<file path="config.mk">
export PLATFORM = sky130hd
export DESIGN_NAME = seq_ordered_jitter_buffer
export DESIGN_NICKNAME = d
export VERILOG_FILES = /design/src/sv/sojb_pkg.sv /design/src/sv/seq_ordered_jitter_buffer.sv /design/src/sv/sojb_ram.sv
export SDC_FILE = /design/constraint.sdc
export NUM_CORES = 1
export LEC_CHECK = 0
export CORE_MARGIN = 2
export CORE_UTILIZATION = 58
export CTS_CLUSTER_SIZE = 28
export DETAILED_ROUTE_END_ITERATION = 12
export DONT_BUFFER_PORTS = 1
export MAX_ROUTING_LAYER = met4
export PLACE_DENSITY = 0.76
export SLEW_MARGIN = 20
export SYNTH_ARGS = -nofsm -noshare
export SYNTH_HDL_FRONTEND = slang
export SYNTH_SLANG_ARGS = --single-unit
</file>
<file path="constraint.sdc">
create_clock -name clk -period 6.6 [get_ports clk]
set_clock_uncertainty 0.15 [all_clocks]
set_input_delay 0.33 -clock clk [delete_from_list [all_inputs] [get_ports clk]]
set_output_delay 0.33 -clock clk [all_outputs]
set_load 0.02 [all_outputs]
</file>
<file path="src/sv/sojb_pkg.sv">
// Shared types and codes for the sequence-ordered jitter buffer.
package sojb_pkg;

  typedef enum logic [0:0] {
    ST_IDLE,
    ST_RESP
  } sojb_state_t;

  localparam logic [2:0] STAT_NEW_HEAD = 3'd0;
  localparam logic [2:0] STAT_FILLED   = 3'd1;
  localparam logic [2:0] STAT_REPLACED = 3'd2;
  localparam logic [2:0] STAT_DROPPED  = 3'd3;
  localparam logic [2:0] STAT_READ     = 3'd4;

  localparam logic [4:0] LIMIT_RESET = 5'd16;

endpackage

</file>
<file path="src/sv/seq_ordered_jitter_buffer.sv">
// Top level of the sequence-ordered jitter buffer: window control, slot RAM and output register.
//
//   Channel  Dir  Signals                       Contents
//   s_*      in   s_tvalid s_tready s_tdata     op in tuser, seq/payload/offset in tdata
//   m_*      out  m_tvalid m_tready m_tdata     status in tuser, head/occupancy/slot in tdata
//   cfg_*    in   cfg_we cfg_wdata              window_limit register
//
// In each transaction the accept cycle updates the window and issues the slot RAM access,
// and the response state then loads the registered RAM data into the output register.
// Synchronous reset empties the window at once through the per-slot valid flops.
// A stalled output holds the block in its response cycle; a new transaction is taken
// while the previous result still waits, as long as the response has been loaded.
module seq_ordered_jitter_buffer
  import sojb_pkg::*;
#(
  parameter int DEPTH         = 16,
  parameter int PAYLOAD_WIDTH = 32,
  localparam int IN_TW        = ((20 + PAYLOAD_WIDTH + 7) / 8) * 8,
  localparam int OUT_TW       = ((22 + PAYLOAD_WIDTH + 7) / 8) * 8
) (
  input  logic              clk,
  input  logic              rst,
  input  logic              s_tvalid,
  output logic              s_tready,
  input  logic [IN_TW-1:0]  s_tdata,   // seq_number[15:0], payload, slot_offset[3:0]
  input  logic [0:0]        s_tuser,   // op
  output logic              m_tvalid,
  input  logic              m_tready,
  output logic [OUT_TW-1:0] m_tdata,   // head_seq[15:0], occupancy[4:0], slot_full, slot_payload
  output logic [2:0]        m_tuser,   // status
  input  logic              cfg_we,
  input  logic [4:0]        cfg_wdata
);

  localparam int AW = $clog2(DEPTH);
  localparam int LW = $clog2(DEPTH + 1);
  localparam int PW = AW + 5;

  sojb_state_t state, state_next;

  logic [4:0]               window_limit;
  logic [15:0]              head_seq;
  logic [LW-1:0]            len;
  logic [AW-1:0]            hp;
  logic [DEPTH-1:0]         vld;

  logic [15:0]              head_seq_next;
  logic [LW-1:0]            len_next;
  logic [AW-1:0]            hp_next;
  logic [DEPTH-1:0]         vld_next;
  logic                     ram_we;
  logic [AW-1:0]            ram_waddr;
  logic                     ram_re;
  logic [AW-1:0]            ram_raddr;
  logic [PAYLOAD_WIDTH-1:0] ram_rdata;
  logic [2:0]               status_now;
  logic                     full_now;

  logic [2:0]               p_status;
  logic [15:0]              p_head;
  logic [LW-1:0]            p_len;
  logic                     p_full;

  logic                     in_acc;
  logic                     out_free;
  logic                     op_in;
  logic [15:0]              seq_in;
  logic [PAYLOAD_WIDTH-1:0] pay_in;
  logic [3:0]               off_in;

  assign in_acc   = s_tvalid && s_tready;
  assign out_free = !m_tvalid || m_tready;
  assign op_in    = s_tuser[0];
  assign seq_in   = s_tdata[15:0];
  assign pay_in   = s_tdata[16 +: PAYLOAD_WIDTH];
  assign off_in   = s_tdata[16 + PAYLOAD_WIDTH +: 4];

  function automatic logic [AW-1:0] slot_addr(input logic [AW-1:0] h, input logic [PW-1:0] o);
    logic [PW-1:0] s;
    s = PW'(h) + PW'(DEPTH) - o;
    if (s >= PW'(DEPTH)) begin
      s = s - PW'(DEPTH);
    end
    return s[AW-1:0];
  endfunction

  always_comb begin
    logic [15:0]   fwd;
    logic [15:0]   back;
    logic [16:0]   fwd17;
    logic [16:0]   len17;
    logic [16:0]   lim;
    logic [16:0]   len_tmp;
    logic [PW-1:0] adv;
    logic [PW-1:0] span;
    logic [PW-1:0] iv;
    logic [AW-1:0] phys;
    fwd   = seq_in - head_seq;
    back  = head_seq - seq_in;
    fwd17 = 17'(fwd);
    len17 = 17'(len);
    if (window_limit == 5'd0) begin
      lim = 17'd1;
    end else if (17'(window_limit) > 17'(DEPTH)) begin
      lim = 17'(DEPTH);
    end else begin
      lim = 17'(window_limit);
    end
    len_tmp       = len17;
    adv           = '0;
    span          = '0;
    iv            = '0;
    phys          = slot_addr(hp, PW'(off_in));
    head_seq_next = head_seq;
    hp_next       = hp;
    vld_next      = vld;
    ram_we        = 1'b0;
    ram_waddr     = hp;
    ram_re        = 1'b0;
    ram_raddr     = phys;
    status_now    = STAT_READ;
    full_now      = 1'b0;
    if (op_in) begin
      full_now  = (17'(off_in) < len17) && vld[phys];
      ram_re    = in_acc && full_now;
    end else begin
      if (len == '0) begin
        head_seq_next = seq_in;
        len_tmp       = 17'd1;
        vld_next[hp]  = 1'b1;
        ram_we        = in_acc;
        status_now    = STAT_NEW_HEAD;
      end else if (fwd != 16'd0 && !fwd[15]) begin
        head_seq_next = seq_in;
        len_tmp       = len17 + fwd17;
        if (len_tmp > 17'(DEPTH)) begin
          len_tmp = 17'(DEPTH);
        end
        if (fwd17 >= 17'(DEPTH)) begin
          vld_next = '0;
        end else begin
          adv = PW'(hp) + PW'(fwd[AW-1:0]);
          if (adv >= PW'(DEPTH)) begin
            adv = adv - PW'(DEPTH);
          end
          hp_next = adv[AW-1:0];
          for (int i = 0; i < DEPTH; i++) begin
            iv = PW'(i);
            if (iv >= PW'(hp)) begin
              span = iv - PW'(hp);
            end else begin
              span = iv + PW'(DEPTH) - PW'(hp);
            end
            if (span != '0 && 17'(span) < fwd17) begin
              vld_next[i] = 1'b0;
            end
          end
        end
        vld_next[hp_next] = 1'b1;
        ram_we            = in_acc;
        ram_waddr         = hp_next;
        status_now        = STAT_NEW_HEAD;
      end else if (17'(back) < len17) begin
        phys           = slot_addr(hp, back[PW-1:0]);
        status_now     = vld[phys] ? STAT_REPLACED : STAT_FILLED;
        vld_next[phys] = 1'b1;
        ram_we         = in_acc;
        ram_waddr      = phys;
      end else begin
        status_now = STAT_DROPPED;
      end
      if (len_tmp > lim) begin
        len_tmp = lim;
      end
    end
    len_next = len_tmp[LW-1:0];
  end

  always_ff @(posedge clk) begin
    if (rst) begin
      state <= ST_IDLE;
    end else begin
      state <= state_next;
    end
  end

  always_comb begin
    state_next = state;
    s_tready   = 1'b0;
    case (state)
      ST_IDLE: begin
        s_tready = 1'b1;
        if (s_tvalid) begin
          state_next = ST_RESP;
        end
      end
      ST_RESP: begin
        if (out_free) begin
          state_next = ST_IDLE;
        end
      end
      default: begin
        state_next = ST_IDLE;
      end
    endcase
  end

  always_ff @(posedge clk) begin
    if (rst) begin
      window_limit <= LIMIT_RESET;
      head_seq     <= '0;
      len          <= '0;
      hp           <= '0;
      vld          <= '0;
    end else begin
      if (cfg_we) begin
        window_limit <= cfg_wdata;
      end
      if (in_acc) begin
        head_seq <= head_seq_next;
        len      <= len_next;
        hp       <= hp_next;
        vld      <= vld_next;
      end
    end
  end

  always_ff @(posedge clk) begin
    if (in_acc) begin
      p_status <= status_now;
      p_head   <= head_seq_next;
      p_len    <= op_in ? len : len_next;
      p_full   <= full_now;
    end
  end

  sojb_ram #(
    .WIDTH(PAYLOAD_WIDTH),
    .DEPTH(DEPTH)
  ) u_slot_ram (
    .clk  (clk),
    .we   (ram_we),
    .waddr(ram_waddr),
    .wdata(pay_in),
    .re   (ram_re),
    .raddr(ram_raddr),
    .rdata(ram_rdata)
  );

  logic [15:0]              len_ext;
  logic [PAYLOAD_WIDTH-1:0] out_pay;

  assign len_ext = 16'(p_len);
  assign out_pay = p_full ? ram_rdata : '0;

  always_ff @(posedge clk) begin
    if (rst) begin
      m_tvalid <= 1'b0;
    end else if (state == ST_RESP && out_free) begin
      m_tvalid <= 1'b1;
    end else if (m_tready) begin
      m_tvalid <= 1'b0;
    end
  end

  always_ff @(posedge clk) begin
    if (state == ST_RESP && out_free) begin
      m_tuser <= p_status;
      m_tdata <= OUT_TW'({out_pay, p_full, len_ext[4:0], p_head});
    end
  end

  a_len_bound: assert property (@(posedge clk) disable iff (rst)
    17'(len) <= 17'(DEPTH))
    else $error("window length exceeds the slot count");

  a_accept_to_resp: assert property (@(posedge clk) disable iff (rst)
    in_acc |=> (state == ST_RESP) && !s_tready)
    else $error("accepted transaction did not enter the response cycle");

  a_resp_hold: assert property (@(posedge clk) disable iff (rst)
    (state == ST_RESP) && m_tvalid && !m_tready |=> (state == ST_RESP))
    else $error("response left while the output register was still occupied");

  a_delivery_nonempty: assert property (@(posedge clk) disable iff (rst)
    in_acc && !op_in |=> len != '0)
    else $error("window empty after a delivered packet");

endmodule

</file>
<file path="src/sv/sojb_ram.sv">
// Generic single-clock RAM with one write port and one registered read port.
module sojb_ram #(
  parameter int WIDTH = 32,
  parameter int DEPTH = 16
) (
  input  logic                     clk,
  input  logic                     we,
  input  logic [$clog2(DEPTH)-1:0] waddr,
  input  logic [WIDTH-1:0]         wdata,
  input  logic                     re,
  input  logic [$clog2(DEPTH)-1:0] raddr,
  output logic [WIDTH-1:0]         rdata
);

  logic [WIDTH-1:0] mem [DEPTH];

  always_ff @(posedge clk) begin
    if (we) begin
      mem[waddr] <= wdata;
    end
    if (re) begin
      rdata <= mem[raddr];
    end
  end

endmodule

</file>
# Word level (Yosys, flattened, before mapping)
# Memories as Yosys holds them, arrays and structs flattened. A register that Yosys moved wholly into a read port is not among the register bits.
# Cells that the tools add are included.
# Widths: inputs -> output; s select.
[word_totals]
mem_count = 1
ff_bits = 130
output_inout_bits = 61
ram_bits = 512
[memory_table]
columns = ["name", "depth", "width", "read_ports", "rd_ports_with_merged_regs", "wr", "line", "source"]
rows = [
  ["u_slot_ram.mem", 16, 32, 1, 1, 1, "sojb_ram.sv:15", "logic [WIDTH-1:0] mem [DEPTH];"],
]
[classes]
n_lt_le_gt_ge = 47
n_reduce_logical = 51
n_mux = 154
addsub = 41
bitwise = 6
[ops]
columns = ["cell", "count"]
rows = [
  ["$mux 9", 79],
  ["$lt 9x16->1", 16],
  ["$mux 16", 10],
  ["$reduce_bool 9->1", 16],
  ["$sub 5x4->6 const A", 15],
  ["$mux 17", 4],
  ["$mux 4", 15],
  ["$or 16x16->16", 3],
  ["$sub 4x4->5 const A", 8],
  ["$mux 1", 33],
  ["$sub 16x16->16", 2],
  ["$ge 4x4->1 const A", 7],
  ["$mux 5", 5],
  ["$logic_and 1x1->1", 24],
  ["$lt 4x5->1 const B", 4],
  ["$sub 3x4->5 const A", 4],
  ["$ge 9x5->1 const B", 2],
  ["$add 5x16->17", 1],
  ["$gt 17x17->1", 1],
  ["$gt 17x5->1 const B", 1],
  ["$ge 16x5->1 const B", 1],
  ["$ge 3x4->1 const A", 4],
  ["$lt 16x5->1", 1],
  ["$reduce_bool 16->1", 1],
  ["26 further kinds", 42],
]

# Logic depth before layout (Yosys ltp)
# Gate-level depths: netlist of the first run.
[logic_depth]
ltp_word = 16
depth_mapped = 28

# Modules after synthesis
# Synthesis of the first run repeated with hierarchy kept, for this count alone.
[hier_totals]
cells_unflattened = 2204
hier_area_um2 = 32408.6
[by_module_without_submodules]
columns = ["mod", "area_each_um2", "cells_per_inst", "seq_area_each_um2", "instances"]
rows = [
  ["sojb_ram", 20155.6, 838, 16335.7, 1],
  ["seq_ordered_jitter_buffer", 12253.0, 1366, 3423.3, 1],
]

# Worst setup path before layout of the first run
# No wires, ideal clock.
[synth_timing]
path_kind = "input to register"
startpoint = "input port s_tdata[0]"
endpoint = "memory u_slot_ram.mem[14][0] (enable)"
arrival_ns = 6.535
cell_stages = 14
setup_ns = 0.503
path_slack_ns = -0.588
t_required_ns = 5.947
n_path_buf = 1
cell_sequence = "inv_1 ha_1 inv_1 fa_1 a21oi_1 a2bb2oi_1 nand2_1 o211ai_2 and3_1 buf_2 nand2_1 a221oi_2 o211ai_2 nor4_1"
[synth_between]
elab_chain_len = 12
word_cells_on_any_way = 33
cone_classes = "add/sub: 6; order compare: 4; mux: 20; reduce/logical: 3"
[synth_rtl]
columns = ["element", "line", "source"]
rows = [
  ["start: declaration", "seq_ordered_jitter_buffer.sv:25", "input logic [IN_TW-1:0] s_tdata,"],
  ["$sub 16x16->16", "seq_ordered_jitter_buffer.sv:99", "back = head_seq - seq_in;"],
  ["$sub 6x9->9", "seq_ordered_jitter_buffer.sv:80", "s = PW'(h) + PW'(DEPTH) - o;"],
  ["$ge 9x5->1 or $sub 4x1->4 (tied branches)", "seq_ordered_jitter_buffer.sv:81, seq_ordered_jitter_buffer.sv:82", ""],
  ["$mux 4", "seq_ordered_jitter_buffer.sv:81", "if (s >= PW'(DEPTH)) begin"],
  ["$mux 4", "seq_ordered_jitter_buffer.sv:163", "end else if (17'(back) < len17) begin"],
  ["$mux 4", "seq_ordered_jitter_buffer.sv:133", "end else if (fwd != 16'd0 && !fwd[15]) begin"],
  ["$mux 4", "seq_ordered_jitter_buffer.sv:127", "if (len == '0) begin"],
  ["$mux 4", "seq_ordered_jitter_buffer.sv:123", "if (op_in) begin"],
  ["$mux 4", "seq_ordered_jitter_buffer.sv:163", ""],
  ["$mux 4", "seq_ordered_jitter_buffer.sv:133", ""],
  ["$mux 4", "seq_ordered_jitter_buffer.sv:127", ""],
  ["$mux 4", "seq_ordered_jitter_buffer.sv:123", ""],
  ["end: declaration", "sojb_ram.sv:15", ""],
]
# Parallel ways exist; a longest one is shown, timed or not. The select of a mux whose other input is x is not followed.

# Worst setup path after layout of the first run
[layout_timing]
startpoint = "register head_seq[0]"
endpoint = "register p_len[3] (data pin)"
[layout_between]
elab_chain_len = 11
word_cells_on_any_way = 14
cone_classes = "add/sub: 2; order compare: 2; mux: 7; reduce/logical: 3"
[layout_rtl]
columns = ["element", "line", "source"]
rows = [
  ["start: declaration", "seq_ordered_jitter_buffer.sv:42", "logic [15:0] head_seq;"],
  ["start signal: assignment", "seq_ordered_jitter_buffer.sv:220", "head_seq <= head_seq_next;"],
  ["$sub 16x16->16 *", "seq_ordered_jitter_buffer.sv:98", "fwd = seq_in - head_seq;"],
  ["$add 5x16->17", "seq_ordered_jitter_buffer.sv:135", "len_tmp = len17 + fwd17;"],
  ["$gt 17x5->1", "seq_ordered_jitter_buffer.sv:136", "if (len_tmp > 17'(DEPTH)) begin"],
  ["$mux 17", "seq_ordered_jitter_buffer.sv:136", ""],
  ["$mux 17 *", "seq_ordered_jitter_buffer.sv:133", ""],
  ["$mux 17 *", "seq_ordered_jitter_buffer.sv:127", ""],
  ["$mux 17 *", "seq_ordered_jitter_buffer.sv:123", ""],
  ["$gt 17x17->1", "seq_ordered_jitter_buffer.sv:172", "if (len_tmp > lim) begin"],
  ["$mux 5 *", "seq_ordered_jitter_buffer.sv:172", ""],
  ["$mux 5 *", "seq_ordered_jitter_buffer.sv:123", ""],
  ["named net len_next[3]", "seq_ordered_jitter_buffer.sv:48", "logic [LW-1:0] len_next;"],
  ["$mux 5 *", "seq_ordered_jitter_buffer.sv:232", "p_len <= op_in ? len : len_next;"],
  ["end signal: assignment", "seq_ordered_jitter_buffer.sv:232", ""],
  ["end: declaration", "seq_ordered_jitter_buffer.sv:61", "logic [LW-1:0] p_len;"],
]
# The timed path passes the listed nets; every way through them passes the cells marked *. The select of a mux whose other input is x is not followed.
# A chain may end at the register's enable or synchronous reset.

==> flow_summary.toml, run 1 <==
[cells_and_area]
layout-drive-gt1-share = 0.1409
n_fill_cell = 3782
finish.utilization = 0.6624
fin_nets = 2608
areaGrowthSynthToFinish_pct = 12.67

[grt]
grt_pass1_vias = 20735
grt_max_degree = 76
grt_use_total = 0.3130
antenna_found_initial = 5
grt_pass1_wl_um = 129200
globalRouteOverflowTotal = 0

[power]
sw_frac_of_total = 0.2625
total_power_mw = 10.05
power.share.sequential = 0.483
clkPwrFrac = 0.378
vdd_drop_max_mv = 0.2854
power.leakage_nw = 12.95
internal_power_mw = 7.414
power_density_mw_per_mm2 = 274.4
p_comb_frac = 0.138
switching_power_mw = 2.638

[clock_network]
clk_latency_ps = 630
postCtsResizedCells = 0
cts_tree = "done"
ctsLongestPathBuffers = 3
cts_num_sinks = 674
cts-root-buf = "clkbuf_16"
cts_buffers = 68
h-tree-depth = 3
clkTransAtPathRegs_ps = 50

[logic_synthesis]
synth_compound_area_frac = 0.09855
synth_seq_cells = 674
synth_area_mm2 = 0.03252
synth_adder_area_share = 0.07934
synth_top_family_by_area = "multiplexers"
ys_top_cells_by_area = "edfxtp_1 58%, mux4_2 9.5%, ha_1 7.5%"
ys_seq_area_frac = 0.6077
ys_types = 90
synth_simple_gate_area_frac = 0.07334
synthXorXnorAreaFrac = 0.007542
avgSynthCellArea_um2 = 14.43
yosysMostFrequentCell = "edfxtp_1"
synthesis.instances = 2253
synthFlopType = "edfxtp_1"
yosysTopAreaCell = "edfxtp_1"
synthArstFlopShare = 0
synth_commonest_cells = "626 x edfxtp_1, 195 x ha_1, 150 x nand2_1"
synth_mux_area_frac = 0.1058
ys.warnings.count = 0
synth-edff-count = 626
netlist.area_leader.share = 0.5781

[route]
first_pass_iters = 5
drt_iter0_drc = 2185
dr_wl_met3_um = 6740
routedLengthMet1_um = 34120
route.met2.wl_um = 42770
top_layer_used = "met4"
viasPerCell = 6.573
drt.antenna.violating_nets = 0
drc_errors = 0
via_count = 20626
routed_wl_um = 86340
wl_per_cell_um = 27.52

[sta]
hold_viol_final = 0
fin_crit_ps = 6070
fin_crit_sh = 0.9197
setup_ws_ps = 529.8
worst_pin_slew_ps = 1148
timing.setup.tns_ps = 0
holdWs_ps = 54.75
slew_headroom = 0.2348
setup_viol = 0
drv_slew = 0
rsz0062_at_grt = "false"
fmax_ghz = 0.1647

[die]
rows = 86
io_pins = 128
coreArea_mm2 = 0.05531
die_w_um = 240.8
die_h_um = 240.8
dieArea_mm2 = 0.05797
start_util = 0.5879

[critical_path]
rrSetupSlack_ps = 530
crit_required_ps = 6910
worstPathArrival_ps = 6380
path_class = "reg2reg"
reg2regPathDepth = 26
critPathCaptureType = "register"
critPathLaunchType = "register"
crit_fanout = 5

[place]
post-place-ws_ps = 678.8
numPortBuffers = 0
gp_congestion = 0.9153
dpl.hpwl_um = 49650

[run_status]
status = "finished, final reports clean"

[job]
drv_cap = 0

[hold_path]
worst_hold_path_type = "in2reg"
whs_path_depth = 2
[sequential cells by signal, summed over array words and instances, names as in the netlist, 3 cells and up]
register,flops
len,5
p_head,16
vld,16
hp,4
p_status,3
m_tuser,3
u_slot_ram.mem,512
window_limit,5
m_tdata,54
head_seq,16
u_slot_ram.rdata,32
p_len,5
[cell families (layout without fill, tap and decap cells)]
| logic type | after synthesis | after routing |
|---|---|---|
| DFF | 674 | 674 |
| and+or+nand+nor | 478 | 478 |
| AOI/OAI and AO/OA | 473 | 473 |
| buffers and inverters | 225 | 347 |
| adders and majority gates | 202 | 202 |
| muxes | 172 | 172 |
| xor gates and xnor gates | 28 | 28 |
| other | 1 | 16 |
[worst max-delay path: stages (launching register included)]
cell      delay, ps
dfxtp_1         370
ha_1            210
inv_1            60
fa_1            430
a21o_1          190
a21oi_1         160
xnor2_1         200
ha_1            360
inv_1            60
o21ba_2         230
nand4b_1        260
nor4bb_1        380
mux2i_1         380
nor4_4           90
a31oi_1         390
inv_1            90
ha_1            320
nor2b_1         130
o21a_1          160
o21a_1          160
o21ai_0         140
inv_1            70
o22ai_1         330
buf_4           220
a21oi_1          60
o32ai_1         160
a31o_2          160
[repair_timing]
action / 4_1_cts / 5_1_grt
setup buffers: 0 / 0
hold endpoints to repair: 576 / 12
hold buffers: 64 / 1
[metal layers]
metal  vias up  track usage
met4         0       0.1081
li1       8968            -
met5         -            -
met2      1072       0.5037
met1     10395       0.4087
met3       191      0.05124
[final timing paths]
| path | start | to |
|---|---|---|
| setup / recovery | head_seq[0] | p_len[3] |
| hold / removal | s_tuser | p_len[3] |
| setup reg to reg | head_seq[0] | p_len[3] |
| hold reg to reg | p_head[9] | m_tdata[9] |
[power groups by stage]
stage | registers (mW) | logic, mW | clock network [mW]
6_report | 4.86 | 1.39 | 3.80
5_1_grt | 4.87 | 1.50 | 4.00
4_1_cts | 4.86 | 1.37 | 3.83
3_5_place_dp | 4.95 | 1.27 | 0
3_3_place_gp | 4.94 | 1.25 | 0
2_1_floorplan | 4.93 | 0.906 | 0
[cell usage in the layout, fill, tap and decap left out, types with 13 or more instances in the layout]
master and count:
a211oi_1 43, a21o_1 29, a21oi_1 90, a31oi_1 49, and2_1 66, buf_12 14, buf_4 36, clkbuf_1 13
clkbuf_16 68, dfxtp_1 48, dlygate4sd3_1 64, edfxtp_1 626, ha_1 194, inv_1 114, mux2i_1 31, mux4_2 137
nand2_1 150, nand3_1 26, nand4_1 16, nor2_1 96, nor2b_1 15, nor3_1 24, nor4_2 16, o21a_1 33
o21ai_0 94, xor2_1 13
[per-stage QoR]
stage | instances | area, µm²
after CTS | 3132 | 36610
after floorplan | 2263 | 32570
final | 3138 | 36640
after detailed placement | 2952 | 33770
after global routing | 3138 | 36640
after global placement | 2952 | 33770
[cell type report]
type	instances	area, µm²	share of cell area
clock buffer	82	1764	0.04815
multi-input combinational	1364	12120	0.3307
inverter	117	439.2	0.01199
tap	748	935.9	0.02554
antenna	5	12.51	0.0003415
sequential	674	19760	0.5393
timing repair buffer	114	1191	0.03251
clock inverter	34	419.2	0.01144
Power figures use the tool's default switching activity.
==> inputs of run 2 (changes only) <==
--- a/config.mk
+++ b/config.mk
@@ -6,12 +6,12 @@
 export NUM_CORES = 1
 export LEC_CHECK = 0
 export CORE_MARGIN = 2
-export CORE_UTILIZATION = 58
+export CORE_UTILIZATION = 40
 export CTS_CLUSTER_SIZE = 28
 export DETAILED_ROUTE_END_ITERATION = 12
 export DONT_BUFFER_PORTS = 1
 export MAX_ROUTING_LAYER = met4
-export PLACE_DENSITY = 0.76
+export REMOVE_ABC_BUFFERS = 1
 export SLEW_MARGIN = 20
 export SYNTH_ARGS = -nofsm -noshare
 export SYNTH_HDL_FRONTEND = slang
==> run 2 against run 1 <==
  * Total power grew 1.2%
  * Sequential share of layout area shrank 0.76 points
  * Cell area grew 1.4%
  * Maximum frequency shrank 1.5%
  * Clock power grew 3%
  * Critical path type unchanged
  * Largest cell class unchanged
==> flow_summary.toml, run 2 (synthesis results as in run 1) <==
[power]
power.leakage_nw = 13.04
p_comb_frac = 0.136
internal_power_mw = 7.537
vdd_drop_max_mv = 0.1984
clkPwrFrac = 0.386
sw_frac_of_total = 0.2591
total_power_mw = 10.17
switching_power_mw = 2.636
power_density_mw_per_mm2 = 273.7
power.share.sequential = 0.478

[sta]
slew_headroom = 0.3234
fin_crit_sh = 0.9338
timing.setup.tns_ps = 0
holdWs_ps = 33.86
setup_ws_ps = 436.9
fin_crit_ps = 6163
worst_pin_slew_ps = 1015
rsz0062_at_grt = "false"
hold_viol_final = 0
setup_viol = 0
drv_slew = 0
fmax_ghz = 0.1623

[cells_and_area]
top_regs = "u_slot_ram.mem: 512 flops, m_tdata: 54 flops, u_slot_ram.rdata: 32 flops"
largest_reg_flops = 512
final_cell_area_mm2 = 0.03716
final_common_cell = "edfxtp_1"
largest_register = "u_slot_ram.mem"
fin_cells = 3466
layout-drive-gt1-share = 0.1441
final_cell_mix = "626 x edfxtp_1, 194 x ha_1, 150 x nand2_1"
fin_nets = 2615
finish.utilization = 0.4614
areaGrowthSynthToFinish_pct = 14.30

[clock_network]
cts_setup_buffers = 0
clkTransAtPathRegs_ps = 60
cts_num_sinks = 674
cts_buffers = 70
cts_tree = "done"
cts-root-buf = "clkbuf_16"
ctsLongestPathBuffers = 3
h-tree-depth = 3
clk_latency_ps = 630

[route]
viasPerCell = 5.835
via_count = 20224
drc_errors = 0
routed_wl_um = 86200
drt_iter0_drc = 1732
wl_per_cell_um = 24.87
first_pass_iters = 5
drt.antenna.violating_nets = 0

[critical_path]
critPathMaxStageDelay_ps = 430
reg2regPathDepth = 27
path_class = "reg2reg"
rrSetupSlack_ps = 440
crit_fanout = 9
worstPathArrival_ps = 6360
worstReg2RegEnd = "p_len[4]"
crit_required_ps = 6800
critPathCaptureType = "register"
crit_buf_inv = 6
crit_path_frequent_cell = "inv_1"
critPathSlowestCell = "a31oi_1"
critPathLaunchType = "register"
rr_startpoint = "head_seq[0]"
crit_family = "compound AO/OA/AOI/OAI gates"

[die]
rows = 104
die_h_um = 289.1
start_util = 0.4037
die_w_um = 289.1
coreArea_mm2 = 0.08055
io_pins = 128
dieArea_mm2 = 0.08359

[place]
dp_cells = 3270
gp_congestion = 0.9458
dpl.hpwl_um = 51650
dpl_cell_area_mm2 = 0.03420
post-place-ws_ps = 551.8
numPortBuffers = 0

[grt]
grt_max_degree = 78
grt_pass1_vias = 20449
globalRouteOverflowTotal = 0
grt_use_total = 0.2136
antenna_found_initial = 6
grt_pass1_wl_um = 129900

[hold_path]
min_from = "s_tuser"
worst_hold_path_type = "in2reg"
whs_path_depth = 2
min_to = "p_len[3]"

[run_status]
status = "finished, final reports clean"

[job]
drv_cap = 0
## run 2: area by class of cell
class,count,area [µm²]
clock buffers,87,1847
multi-input cells,1364,12080
well taps,1060,1326
fillers,6936,43380
diodes,5,12.51
inverters,117,439.2
clock inverters,40,451.7
repair buffers,119,1251
flip-flops and latches,674,19760
## run 2: layer usage
layer | up-vias | track usage | wire length, µm
met5 | - | - | 0
met4 | 0 | 0.05992 | 2276
met3 | 132 | 0.03244 | 5111
met2 | 721 | 0.3310 | 40300
met1 | 10360 | 0.2936 | 38510
li1 | 9011 | - | -
## run 2: power by group through the flow
stage	Sequential [mW]	Clock (mW)	Combinational [mW]
6_report	4.86	3.93	1.38
5_1_grt	4.87	4.17	1.52
4_1_cts	4.86	4.01	1.38
3_5_place_dp	4.95	0	1.29
3_3_place_gp	4.95	0	1.27
2_1_floorplan	4.93	0	0.921
## run 2: timing repair
item | 4_1_cts | 5_1_grt
gates resized for setup | 0 | 0
endpoints found under the setup margin | 0 | 1
hold buffers | 64 | 0
hold endpoints to repair | 575 | 0
## run 2: worst max path at each step
| stage | startpoint | to | depth (start not counted) |
|---|---|---|---|
| 4_1_cts | head_seq[1] | p_len[4] | 28 |
| 3_5_place_dp | s_tdata[1] | p_len[4] | 29 |
| 6_report | head_seq[0] | p_len[4] | 27 |
| 3_3_place_gp | s_tdata[1] | p_len[4] | 29 |
| 5_1_grt | head_seq[0] | p_len[4] | 27 |
| 2_1_floorplan | hp[0] | u_slot_ram.rdata[0] | 7 |
==> inputs of run 3 (changes only) <==
--- a/config.mk
+++ b/config.mk
@@ -5,6 +5,7 @@
 export SDC_FILE = /design/constraint.sdc
 export NUM_CORES = 1
 export LEC_CHECK = 0
+export CORE_ASPECT_RATIO = 0.5
 export CORE_MARGIN = 2
 export CORE_UTILIZATION = 40
 export CTS_CLUSTER_SIZE = 28
==> run 3 against run 2 <==
  * Hold slack gained 25 ps
  * Via count shrank 2.7%
  * Total power shrank 5.3%
  * Cell count grew 0.66%
  * Register-to-register slack gained 60 ps
  * Clock-buffer cell count shrank 7
  * Sequential share of layout area grew 0.35 points
  * Combinational power is essentially flat
  * Clock power shrank 12%
  * First-iteration DRC count shrank 2.6%
  * Flip-flop and latch count is the same
  * Sequential power is essentially flat
==> flow_summary.toml, run 3 (synthesis results as in run 1) <==
[cells_and_area]
largest_reg_flops = 512
fin_nets = 2618
largest_register = "u_slot_ram.mem"
top_regs = "u_slot_ram.mem: 512 flops, m_tdata: 54 flops, u_slot_ram.rdata: 32 flops"
fin_cells = 3489
final_cell_area_mm2 = 0.03692
final_common_cell = "edfxtp_1"
final_cell_mix = "626 x edfxtp_1, 194 x ha_1, 150 x nand2_1"
layout-drive-gt1-share = 0.1383
areaGrowthSynthToFinish_pct = 13.54

[die]
start_util = 0.4069
dieArea_mm2 = 0.08373
rows = 73
die_h_um = 205.6
die_w_um = 407.2
io_pins = 128
coreArea_mm2 = 0.07992

[critical_path]
endpoint = "p_len[4]"
critPathSlowestCell = "dfxtp_1"
critPathMaxStageDelay_ps = 410
worstPathArrival_ps = 6340
crit_fanout = 6
rr_startpoint = "head_seq[1]"
reg2regPathDepth = 28
critPathLaunchType = "register"
worstReg2RegEnd = "p_len[4]"
path_class = "reg2reg"
crit_start = "head_seq[1]"
rrSetupSlack_ps = 490
critPathCaptureType = "register"
crit_required_ps = 6830

[clock_network]
cts_num_sinks = 674
cts_tree = "done"
clk_latency_ps = 670
cts-root-buf = "clkbuf_16"
clkTransAtPathRegs_ps = 70
cts_buffers = 60
h-tree-depth = 2
ctsLongestPathBuffers = 3
cts_setup_buffers = 0

[route]
routed_wl_um = 79200
drt_iter0_drc = 1687
first_pass_iters = 6
drt.antenna.violating_nets = 0
viasPerCell = 5.639
drc_errors = 0
wl_per_cell_um = 22.70
via_count = 19675

[grt]
antenna_found_initial = 4
grt_max_degree = 59
grt_pass1_wl_um = 120100
grt_pass1_vias = 19521
globalRouteOverflowTotal = 0
grt_use_total = 0.1934

[power]
power.leakage_nw = 12.92
vdd_drop_max_mv = 0.2288
total_power_mw = 9.638
sw_frac_of_total = 0.2598
power.share.sequential = 0.503
internal_power_mw = 7.134
p_comb_frac = 0.140
switching_power_mw = 2.504
power_density_mw_per_mm2 = 261.1
clkPwrFrac = 0.357

[sta]
fin_crit_sh = 0.9251
setup_ws_ps = 494.4
slew_headroom = 0.3367
drv_slew = 0
fin_crit_ps = 6106
rsz0062_at_grt = "false"
worst_pin_slew_ps = 993.4
setup_viol = 0
hold_viol_final = 0
fmax_ghz = 0.1638

[hold_path]
whs_path_depth = 3
worst_hold_path_type = "in2reg"

[place]
dpl.hpwl_um = 47740
gp_congestion = 0.9241
numPortBuffers = 0
post-place-ws_ps = 422.4
dp_cells = 3299
dpl_cell_area_mm2 = 0.03424

[job]
drv_cap = 0

[run_status]
status = "finished, final reports clean"
## run 3: cell count changes in the layout (fill, tap and decap cells not counted), sizes merged
cell / before / now
buf: 56 / 58
bufinv: 6 / 4
clkbuf: 87 / 80
clkinv: 36 / 27
clkinvlp: 1 / 3
diode: 5 / 2
dlygate4sd3: 63 / 74
inv: 114 / 116
## run 3: repair_timing
action                     4_1_cts  5_1_grt
hold buffers                    75        0
gates resized for setup          0        2
hold endpoints to repair       575        0
setup endpoints to repair        0        2
## run 3: routing by layer
| layer | global-route usage | up-vias | part of all wire |
|---|---|---|---|
| met4 | 0.04527 | 0 | 0.019 |
| met5 | - | - | 0 |
| li1 | - | 9001 | - |
| met2 | 0.3048 | 493 | 0.47 |
| met1 | 0.2653 | 10078 | 0.46 |
| met3 | 0.02974 | 103 | 0.053 |
## run 3: worst min path at each step
stage / start / end
after CTS: s_tuser / p_head[4]
after detailed placement: p_head[11] / m_tdata[11]
after global placement: p_head[3] / m_tdata[3]
after global routing: s_tuser / p_head[3]
final: s_tuser / p_head[4]
after floorplan: p_head[0] / m_tdata[0]
## run 3: power by group through the flow
stage,clock [mW],combinational [mW],sequential (mW)
4_1_cts,3.52,1.35,4.85
3_3_place_gp,0,1.25,4.94
3_5_place_dp,0,1.26,4.95
6_report,3.44,1.35,4.85
5_1_grt,3.69,1.49,4.86
2_1_floorplan,0,0.921,4.93
## run 3: cell type report
| cell class | count | area, µm² |
|---|---|---|
| Antenna cell | 2 | 5.005 |
| Inverter | 117 | 439.2 |
| Multi-Input combinational cell | 1364 | 12090 |
| Timing Repair Buffer | 132 | 1364 |
| Fill cell | 7008 | 43000 |
| Tap cell | 1087 | 1360 |
| Sequential cell | 674 | 19760 |
| Clock inverter | 33 | 325.3 |
| Clock buffer | 80 | 1577 |
## run 3: critical path: cells and delay by family (launching register included)
kind	cells	cell delay (ps)
flip-flops	1	410
buffers and inverters	3	360
AND/OR/NAND/NOR	10	2010
adder cells (fa/ha/maj)	3	850
multiplexers	1	380
AO/OA/AOI/OAI	11	1670
## run 3: per-stage QoR
step / hold slack (ps) / TNS [ps] / util
after floorplan: 250.3 / -652080 / -
after global routing: 60.08 / 0 / 0.4619
after CTS: 16.65 / 0 / 0.4617
after global placement: 251.1 / 0 / 0.4284
after detailed placement: 255.2 / 0 / 0.4284
final: 59.18 / 0 / 0.4619
